`src/hw/rtl/bcc_pkg.sv`:
```
`timescale 1ns / 1ps
`default_nettype none

package bcc_pkg;

	localparam int DIV_N_W    = 32;
	localparam int DIV_D_W    = 11;
	localparam int DIV_STEP_W = $clog2(DIV_N_W);

	localparam int REF_W  = 4;
	localparam int CNT_W  = 32;
	localparam int LEN_W  = 16;
	localparam int CIDX_W = 2;
	localparam int CDAT_W = 11;

	localparam logic [CIDX_W-1:0] CFG_BIN_SIZE   = 2'd0;
	localparam logic [CIDX_W-1:0] CFG_MIN_MAPQ   = 2'd1;
	localparam logic [CIDX_W-1:0] CFG_UNIQUE     = 2'd2;

	localparam logic [10:0] BIN_SIZE_RESET = 11'd10;
	localparam logic [7:0]  MIN_MAPQ_RESET = 8'd10;
	localparam int          SECONDARY_BIT  = 8;

	typedef struct packed {
		logic               start;
		logic [DIV_N_W-1:0] dividend;
		logic [DIV_D_W-1:0] divisor;
	} div_req_t;

	typedef struct packed {
		logic               done;
		logic [DIV_N_W-1:0] quotient;
		logic [DIV_D_W-1:0] remainder;
	} div_rsp_t;

endpackage

`default_nettype wire

```
`src/hw/rtl/bcc_div.sv`:
```
`timescale 1ns / 1ps
`default_nettype none

module bcc_div (
	input  wire logic              clk,
	input  wire logic              arst_n,
	input  wire bcc_pkg::div_req_t req,
	output bcc_pkg::div_rsp_t      rsp
);

	logic                           busy_q;
	logic                           done_q;
	logic [bcc_pkg::DIV_STEP_W-1:0] step_q;
	logic [bcc_pkg::DIV_N_W-1:0]    dvd_q;
	logic [bcc_pkg::DIV_D_W-1:0]    dvs_q;
	logic [bcc_pkg::DIV_D_W-1:0]    rem_q;

	logic [bcc_pkg::DIV_D_W:0] trial;
	logic [bcc_pkg::DIV_D_W:0] diff;
	logic                      qbit;

	// restoring step: bring in the next dividend bit, subtract when it fits
	always_comb begin
		trial = {rem_q, dvd_q[bcc_pkg::DIV_N_W-1]};
		diff  = trial - {1'b0, dvs_q};
		qbit  = (trial >= {1'b0, dvs_q});
	end

	always_ff @(posedge clk or negedge arst_n) begin
		if (!arst_n) begin
			busy_q <= 1'b0;
			done_q <= 1'b0;
			step_q <= '0;
		end else begin
			done_q <= 1'b0;
			if (busy_q) begin
				step_q <= step_q + 1'b1;
				if (step_q == bcc_pkg::DIV_STEP_W'(bcc_pkg::DIV_N_W - 1)) begin
					busy_q <= 1'b0;
					done_q <= 1'b1;
				end
			end else if (req.start) begin
				busy_q <= 1'b1;
				step_q <= '0;
			end
		end
	end

	always_ff @(posedge clk) begin
		if (busy_q) begin
			dvd_q <= {dvd_q[bcc_pkg::DIV_N_W-2:0], qbit};
			rem_q <= qbit ? diff[bcc_pkg::DIV_D_W-1:0] : trial[bcc_pkg::DIV_D_W-1:0];
		end else if (req.start) begin
			dvd_q <= req.dividend;
			dvs_q <= req.divisor;
			rem_q <= '0;
		end
	end

	assign rsp.done      = done_q;
	assign rsp.quotient  = dvd_q;
	assign rsp.remainder = rem_q;

endmodule

`default_nettype wire
```
`config.mk`:
```
export PLATFORM = sky130hd
export DESIGN_NAME = bcc_div
export DESIGN_NICKNAME = d
export VERILOG_FILES = /design/src/hw/rtl/bcc_pkg.sv /design/src/hw/rtl/bcc_div.sv
export SDC_FILE = /design/constraint.sdc
export NUM_CORES = 1
export LEC_CHECK = 0
export ABC_CLOCK_PERIOD_IN_PS = 6260
export BUFFER_PORTS_ARGS = -buffer_cell sky130_fd_sc_hd__buf_2
export CAP_MARGIN = 20
export CORE_MARGIN = 4
export CORE_UTILIZATION = 55
export CTS_BUF_LIST = sky130_fd_sc_hd__clkbuf_4 sky130_fd_sc_hd__clkbuf_8 sky130_fd_sc_hd__clkbuf_16
export DETAILED_ROUTE_END_ITERATION = 10
export HOLD_SLACK_MARGIN = 0.06
export PLACE_DENSITY_LB_ADDON = 0.15
export SLEW_MARGIN = 0
export SYNTH_ARGS = -nofsm -noshare
export SYNTH_HDL_FRONTEND = slang
export SYNTH_SLANG_ARGS = --single-unit
```
`constraint.sdc`:
```
create_clock -name clk -period 6.26 [get_ports clk]
set_clock_uncertainty 0.2 [all_clocks]
set_input_delay 1.565 -clock clk [delete_from_list [all_inputs] [get_ports clk]]
set_output_delay 1.565 -clock clk [all_outputs]
set_load 0.03 [all_outputs]
```
==> results of run 1 <==
## sequential cells by signal (all words and copies together) (netlist names)
register,flops
dvd_q,32
dvs_q,11
rem_q,11
step_q,5
busy_q,1
done_q,1
## per-stage QoR
step	power [uW]	util (%)	worst slack [ps]	area (um^2)
6_report	2280	71.6	3350	3730
5_1_grt	2420	71.6	3160	3730
4_1_cts	2290	71.6	3340	3730
3_5_place_dp	1940	67.6	3160	3520
3_3_place_gp	1920	67.6	3180	3520
2_1_floorplan	1670	-	3170	3010
## layer usage
metal / up-vias / part of all wire, %
met2: 66 / 49
met1: 951 / 43
met5: - / 0
met3: 7 / 6.7
met4: 0 / 1.1
li1: 1000 / -
## worst min-delay path by stage
| stage | startpoint | to | slack [ps] | cells past startpoint |
|---|---|---|---|---|
| after floorplan | step_q[4]$_DFFE_PN0P_ | step_q[4]$_DFFE_PN0P_ | 270 | 1 |
| after global placement | step_q[4]$_DFFE_PN0P_ | step_q[4]$_DFFE_PN0P_ | 290 | 1 |
| after detailed placement | step_q[4]$_DFFE_PN0P_ | step_q[4]$_DFFE_PN0P_ | 300 | 1 |
| after CTS | step_q[4]$_DFFE_PN0P_ | step_q[4]$_DFFE_PN0P_ | 310 | 1 |
| after global routing | step_q[4]$_DFFE_PN0P_ | step_q[4]$_DFFE_PN0P_ | 350 | 1 |
| final | step_q[4]$_DFFE_PN0P_ | step_q[4]$_DFFE_PN0P_ | 310 | 1 |
## area by class of cell
cell class	instances	area (um^2)	area share, %
tap	70	87.6	2.35
sequential	61	1800	48.2
clock buffer	14	198	5.31
inverter	16	60.1	1.61
multi-input combinational	135	1110	29.9
clock inverter	2	11.3	0.302
timing repair buffer	91	460	12.4
## worst max-delay path, cell delays in order, from the launching register on
cell and delay, ps:
edfxtp_1 350, inv_1 60, ha_1 220, fa_1 390, nand2b_1 190, a21oi_2 210, o21ai_1 140, a211o_4 430
or2_4 280, o31ai_1 250
## synth_stat cells (all sizes together)
library cell  number
o211ai             2
nor2b              2
nor2              12
clkbuf             6
and3               1
a211o              2
ha                13
buf                2
a22o               1
xnor2              7
a21oi              4
o21a               4
mux2i              7
o22ai              1
nand2b             4
or3                1
edfxtp            54
nor3               3
a21boi             2
nand3              4
inv               16
dfrtp              7
a21o               1
a2111oi            1
or2                1
and2               3
o211a              1
nand2              9
fa                 1
xor2               1
nand4              1
o31ai              2
o31a               2
mux2              31
o21ai             11
## cell families (layout without fill, tap and decap cells)
family                   Yosys count  after routing  share of synthesized area (%)
XOR/XNOR                           8              8                           2.33
adder cells (fa/ha/maj)           14             14                           6.07
buffers and inverters             24            123                           3.37
AO/OA/AOI/OAI                     34             34                           8.06
multiplexers                      38             38                           13.9
AND/OR/NAND/NOR                   41             41                           6.57
flip-flops                        61             61                           59.7
## power by group
part	internal [uW]	total, uW	switching, uW
Clock	204	351	146
Combinational	446	1120	678
Sequential	698	801	103
Total	1350	2280	927
==> summary.md, run 1 <==
| Metric | Value |
|---|---|
| RSZ-0062 raised after global routing | false |
| Number of CTS-inserted buffers | 9 |
| Antenna violations before repair | 0 |
| Fin. max-slew vios | 0 |
| Initial DRC Count | 62 |
| Peak Freq | 344 MHz |
| Synthesized area | 0.00301 mm^2 |
| CTS sink count | 61 |
| Overflow after GRT | 0 |
| Layout Cells excl Fill | 389 |
| Reg2reg end | rem_q[9]$_SDFFCE_PN0P_ |
| Commonest cells after routing, fill and taps aside | buf_2, edfxtp_1, mux2_2 |
| CTS tree | done |
| GR Util met3 | 5.92% |
| Share of cells above drive strength 1 | 44.5% |
| DRC viols | 0 |
| Final hold violations | 0 |
| CTS clk-pin slew, worst paths | 70 ps |
| Area Overhead vs Synth | 23.8% |
| Flop-to-flop setup slack | 3350 ps |
| Hold Path Class | register to register |
| Commonest non-fill, non-tap cell in the layout | buf_2 |
| Synth cell types | 39 |
| Worst VDD drop | 0.452 mV |
| Synth Instances | 220 |
| Worst setup EP type | register |
| Worst-skew pair later-pin latency | 330 ps |
| Synth top area cells | edfxtp_1, mux2_2, dfrtp_1, ha_1, mux2i_1 |
| WL final | 5800 um |
| Mean Syn Cell Area | 13.7 um^2 |
| Setup_tns | 0 ps |
| Initial Util | 57.8% |
| Setup Buffers After CTS | 0 |
| Max-cap viol count | 0 |
| Critical Path AT | 2860 ps |
| Placed wire-length estimate | 4310 um |
| Synth Register Bits | 61 |
| Met2 Use GR | 29.4% |
| Slew @ Worst Pin | 1040 ps |
| Min Hold Slack | 311 ps |
| Top Ports | 90 |
| Vias in the first global route | 2,029 |
| Hold_buf cts | 0 |
| Max Buffers Root-to-Sink | 2 |
| Worst setup path start | dvd_q[31]$_DFFE_PP_ |
| GRT Total Usage | 18.4% |
| Leak | 0.00168 uW |
| Final ANT Viol Nets | 0 |
| Die area | 0.00672 mm^2 |
| Clk Tree Root Cell | clkbuf_8 |
| Tmin final | 2910 ps |
| Largest net degree at the start of global routing | 44 |
| Vias after detailed routing | 2,024 |
| Core Area | 0.00520 mm^2 |
| Status | finished, final reports clean |
| Htree depth | 3 |
| GR peak layer | met2 |
| Ant diodes | 0 |
| Dpl cells | 373 |
| Data required, critical path | 6210 ps |
| Avg WL per Cell | 14.9 um |
| Syn_nets | 280 |
| Crit Path Max Fanout | 13 |
| Seq/Total Area, Yosys | 59.7% |
| Port bufs | 89 |
| Post-synth top area share | 53.9% |
| Die W | 82.0 um |
| Slew margin rel. | 30.2% |
| Nets@finish | 374 |
| Crit path kind | register to register |
| Number of setup violations in the final report | 0 |
| Worst setup SP type | register |
| Biggest area consumer among synthesized cells | edfxtp_1 |
| Met1 usage in global routing | 23.4% |
| Avg Vias per Cell | 5.20 |
| # resized after CTS | 0 |
| Fillers | 389 |
| Tcrit/Tclk final | 46.4% |
| Global-route wire length before repair | 9250 um |
| Worst Setup EP | rem_q[9]$_SDFFCE_PN0P_ |
| Yosys warning count | 0 |
| Die height | 82.0 um |
| Drt first pass iters | 4 |
| Worst r2r src | dvd_q[31]$_DFFE_PP_ |
| Rows | 26 |
| Worst r2r path cells | 9 |
| Pwr Density | 611 mW/mm^2 |
| Placer Congestion | 0.796 |
(Power assumes the default switching activity.)
==> run 2, diff against run 1 <==
--- a/config.mk
+++ b/config.mk
@@ -5,11 +5,11 @@
 export SDC_FILE = /design/constraint.sdc
 export NUM_CORES = 1
 export LEC_CHECK = 0
-export ABC_CLOCK_PERIOD_IN_PS = 6260
+export ABC_CLOCK_PERIOD_IN_PS = 2800
 export BUFFER_PORTS_ARGS = -buffer_cell sky130_fd_sc_hd__buf_2
 export CAP_MARGIN = 20
 export CORE_MARGIN = 4
-export CORE_UTILIZATION = 55
+export CORE_UTILIZATION = 51
 export CTS_BUF_LIST = sky130_fd_sc_hd__clkbuf_4 sky130_fd_sc_hd__clkbuf_8 sky130_fd_sc_hd__clkbuf_16
 export DETAILED_ROUTE_END_ITERATION = 10
 export HOLD_SLACK_MARGIN = 0.06
==> constraint.sdc (replaced) <==
create_clock -name clk -period 2.8 [get_ports clk]
set_clock_uncertainty 0.2 [all_clocks]
set_input_delay 0.7 -clock clk [delete_from_list [all_inputs] [get_ports clk]]
set_output_delay 0.7 -clock clk [all_outputs]
set_load 0.03 [all_outputs]
==> summary.md, run 2 (synthesis results as in run 1) <==
| Metric | Value |
|---|---|
| Status | finished, final reports clean |
| Crit Path Max Fanout | 7 |
| Worst Min Path Start | step_q[4]$_DFFE_PN0P_ |
| Worst-skew pair later-pin latency | 330 ps |
| Slew @ Worst Pin | 486 ps |
| Share of cells above drive strength 1 | 44.6% |
| Nets@finish | 378 |
| Worst r2r src | dvs_q[0]$_DFFE_PP_ |
| Pwr Density | 1380 mW/mm^2 |
| Clk Tree Root Cell | clkbuf_8 |
| Max Buffers Root-to-Sink | 2 |
| Max-cap viol count | 0 |
| Vias in the first global route | 2,087 |
| Antenna violations before repair | 0 |
| Top Ports | 90 |
| Global-route wire length before repair | 9990 um |
| Final hold violations | 0 |
| CTS tree | done |
| Commonest non-fill, non-tap cell in the layout | buf_2 |
| Number of CTS-inserted buffers | 9 |
| Area Overhead vs Synth | 25.6% |
| Worst VDD drop | 0.791 mV |
| Tmin final | 2740 ps |
| DRC viols | 0 |
| Die height | 84.8 um |
| Critical Path AT | 2680 ps |
| RSZ-0062 raised after global routing | true |
| Reg2reg end | rem_q[9]$_SDFFCE_PN0P_ |
| CTS clk-pin slew, worst paths | 60 ps |
| Min Hold Slack | 312 ps |
| Avg Vias per Cell | 5.25 |
| Dpl cells | 377 |
| Largest register FFs | 32 |
| Vias after detailed routing | 2,072 |
| Rows | 27 |
| Port bufs | 89 |
| Setup_tns | 0 ps |
| Commonest cells after routing, fill and taps aside | buf_2, edfxtp_1, mux2_2 |
| Initial Util | 53.7% |
| Final ANT Viol Nets | 0 |
| GRT Total Usage | 18.0% |
| Flop-to-flop setup slack | 60 ps |
| Placer Congestion | 0.909 |
| Core Area | 0.00561 mm^2 |
| Worst hold endpoint | step_q[4]$_DFFE_PN0P_ |
| Crit path kind | register to register |
| Number of setup violations in the final report | 0 |
| Fin util | 67.4% |
| Placed wire-length estimate | 4530 um |
| Worst r2r path cells | 8 |
| Worst setup EP type | register |
| Data required, critical path | 2740 ps |
| Layout Cells excl Fill | 395 |
| Slew margin rel. | 67.5% |
| Worst Hold Depth | 1 |
| Initial DRC Count | 120 |
| Drt first pass iters | 4 |
| Largest Register | dvd_q |
| Largest net degree at the start of global routing | 38 |
| Worst setup SP type | register |
| Die area | 0.00720 mm^2 |
| CTS sink count | 61 |
| Ant diodes | 0 |
| Setup Buffers After CTS | 0 |
| Hold Path Class | register to register |
| Fin. max-slew vios | 0 |
| Peak Freq | 365 MHz |
| Htree depth | 3 |
| WL final | 6180 um |
| Avg WL per Cell | 15.6 um |
| Leak | 0.00169 uW |
| Tcrit/Tclk final | 97.8% |
| Largest regs | dvd_q: 32 flops, dvs_q: 11 flops, rem_q: 11 flops |
| Overflow after GRT | 0 |
| Die W | 84.8 um |
[run 2: changes by cell type in the layout (fill, tap and decap cells not counted), moves of 2 or more]
cell | before | now
buf_4 | 2 | 4
clkinv_1 | 0 | 4
clkbuf_8 | 12 | 9
bufinv_16 | 0 | 2
[run 2: worst max-delay path, cell delays in order, from the launching register on]
cell and delay (ps):
edfxtp_1 390, ha_1 220, fa_2 360, nand2b_4 160, a21oi_4 180, o21ai_2 110
a211o_4 400, or2_4 260, o31ai_1 270
[run 2: worst max path at each step]
stage	startpoint	end	slack (ps)
after floorplan	dvd_q[31]$_DFFE_PP_	rem_q[3]$_SDFFCE_PN0P_	40
after global placement	dvd_q[31]$_DFFE_PP_	rem_q[10]$_SDFFCE_PN0P_	160
after detailed placement	dvs_q[0]$_DFFE_PP_	rem_q[9]$_SDFFCE_PN0P_	50
after CTS	dvs_q[0]$_DFFE_PP_	rem_q[9]$_SDFFCE_PN0P_	30
after global routing	dvd_q[31]$_DFFE_PP_	rem_q[9]$_SDFFCE_PN0P_	-50
final	dvs_q[0]$_DFFE_PP_	rem_q[9]$_SDFFCE_PN0P_	60
[run 2: cell type report]
| class | count | area (um^2) |
|---|---|---|
| sequential | 61 | 1800 |
| timing repair buffer | 94 | 485 |
| multi-input combinational | 136 | 1140 |
| clock buffer | 9 | 124 |
| clock inverter | 7 | 80.1 |
| tap | 72 | 90.1 |
| fill | 454 | 1830 |
| inverter | 16 | 60.1 |
[run 2: per-stage QoR]
| step | cell area [um^2] | setup slack, ps | power, uW |
|---|---|---|---|
| floorplan | 3030 | 40.2 | 3760 |
| global placement | 3560 | 158 | 4350 |
| finish | 3780 | 62.7 | 5210 |
| global route | 3780 | -53.7 | 5560 |
| CTS | 3770 | 29.3 | 5230 |
| detailed placement | 3560 | 52.6 | 4390 |
[run 2: per-layer routing]
layer | up-vias | GRT usage, % | wire [um]
li1 | 1012 | - | -
met1 | 992 | 22.9 | 2650
met2 | 63 | 29.0 | 3110
met3 | 5 | 6.60 | 377
met4 | 0 | 5.18 | 45
met5 | - | 0 | 0
[run 2: repair_timing]
item                                   4_1_cts  5_1_grt
resized for setup                            0        1
setup endpoints to repair                    0        6
endpoints found under the hold margin        7        0
hold buffers                                 1        0
[run 2: power breakdown]
part / leakage, uW / internal, uW / total, uW / switching [uW]
registers: 0.000642 / 1560 / 1790 / 228
logic: 0.000949 / 1040 / 2610 / 1580
clock network: 0.000103 / 487 / 808 / 321
total: 0.00169 / 3090 / 5210 / 2120
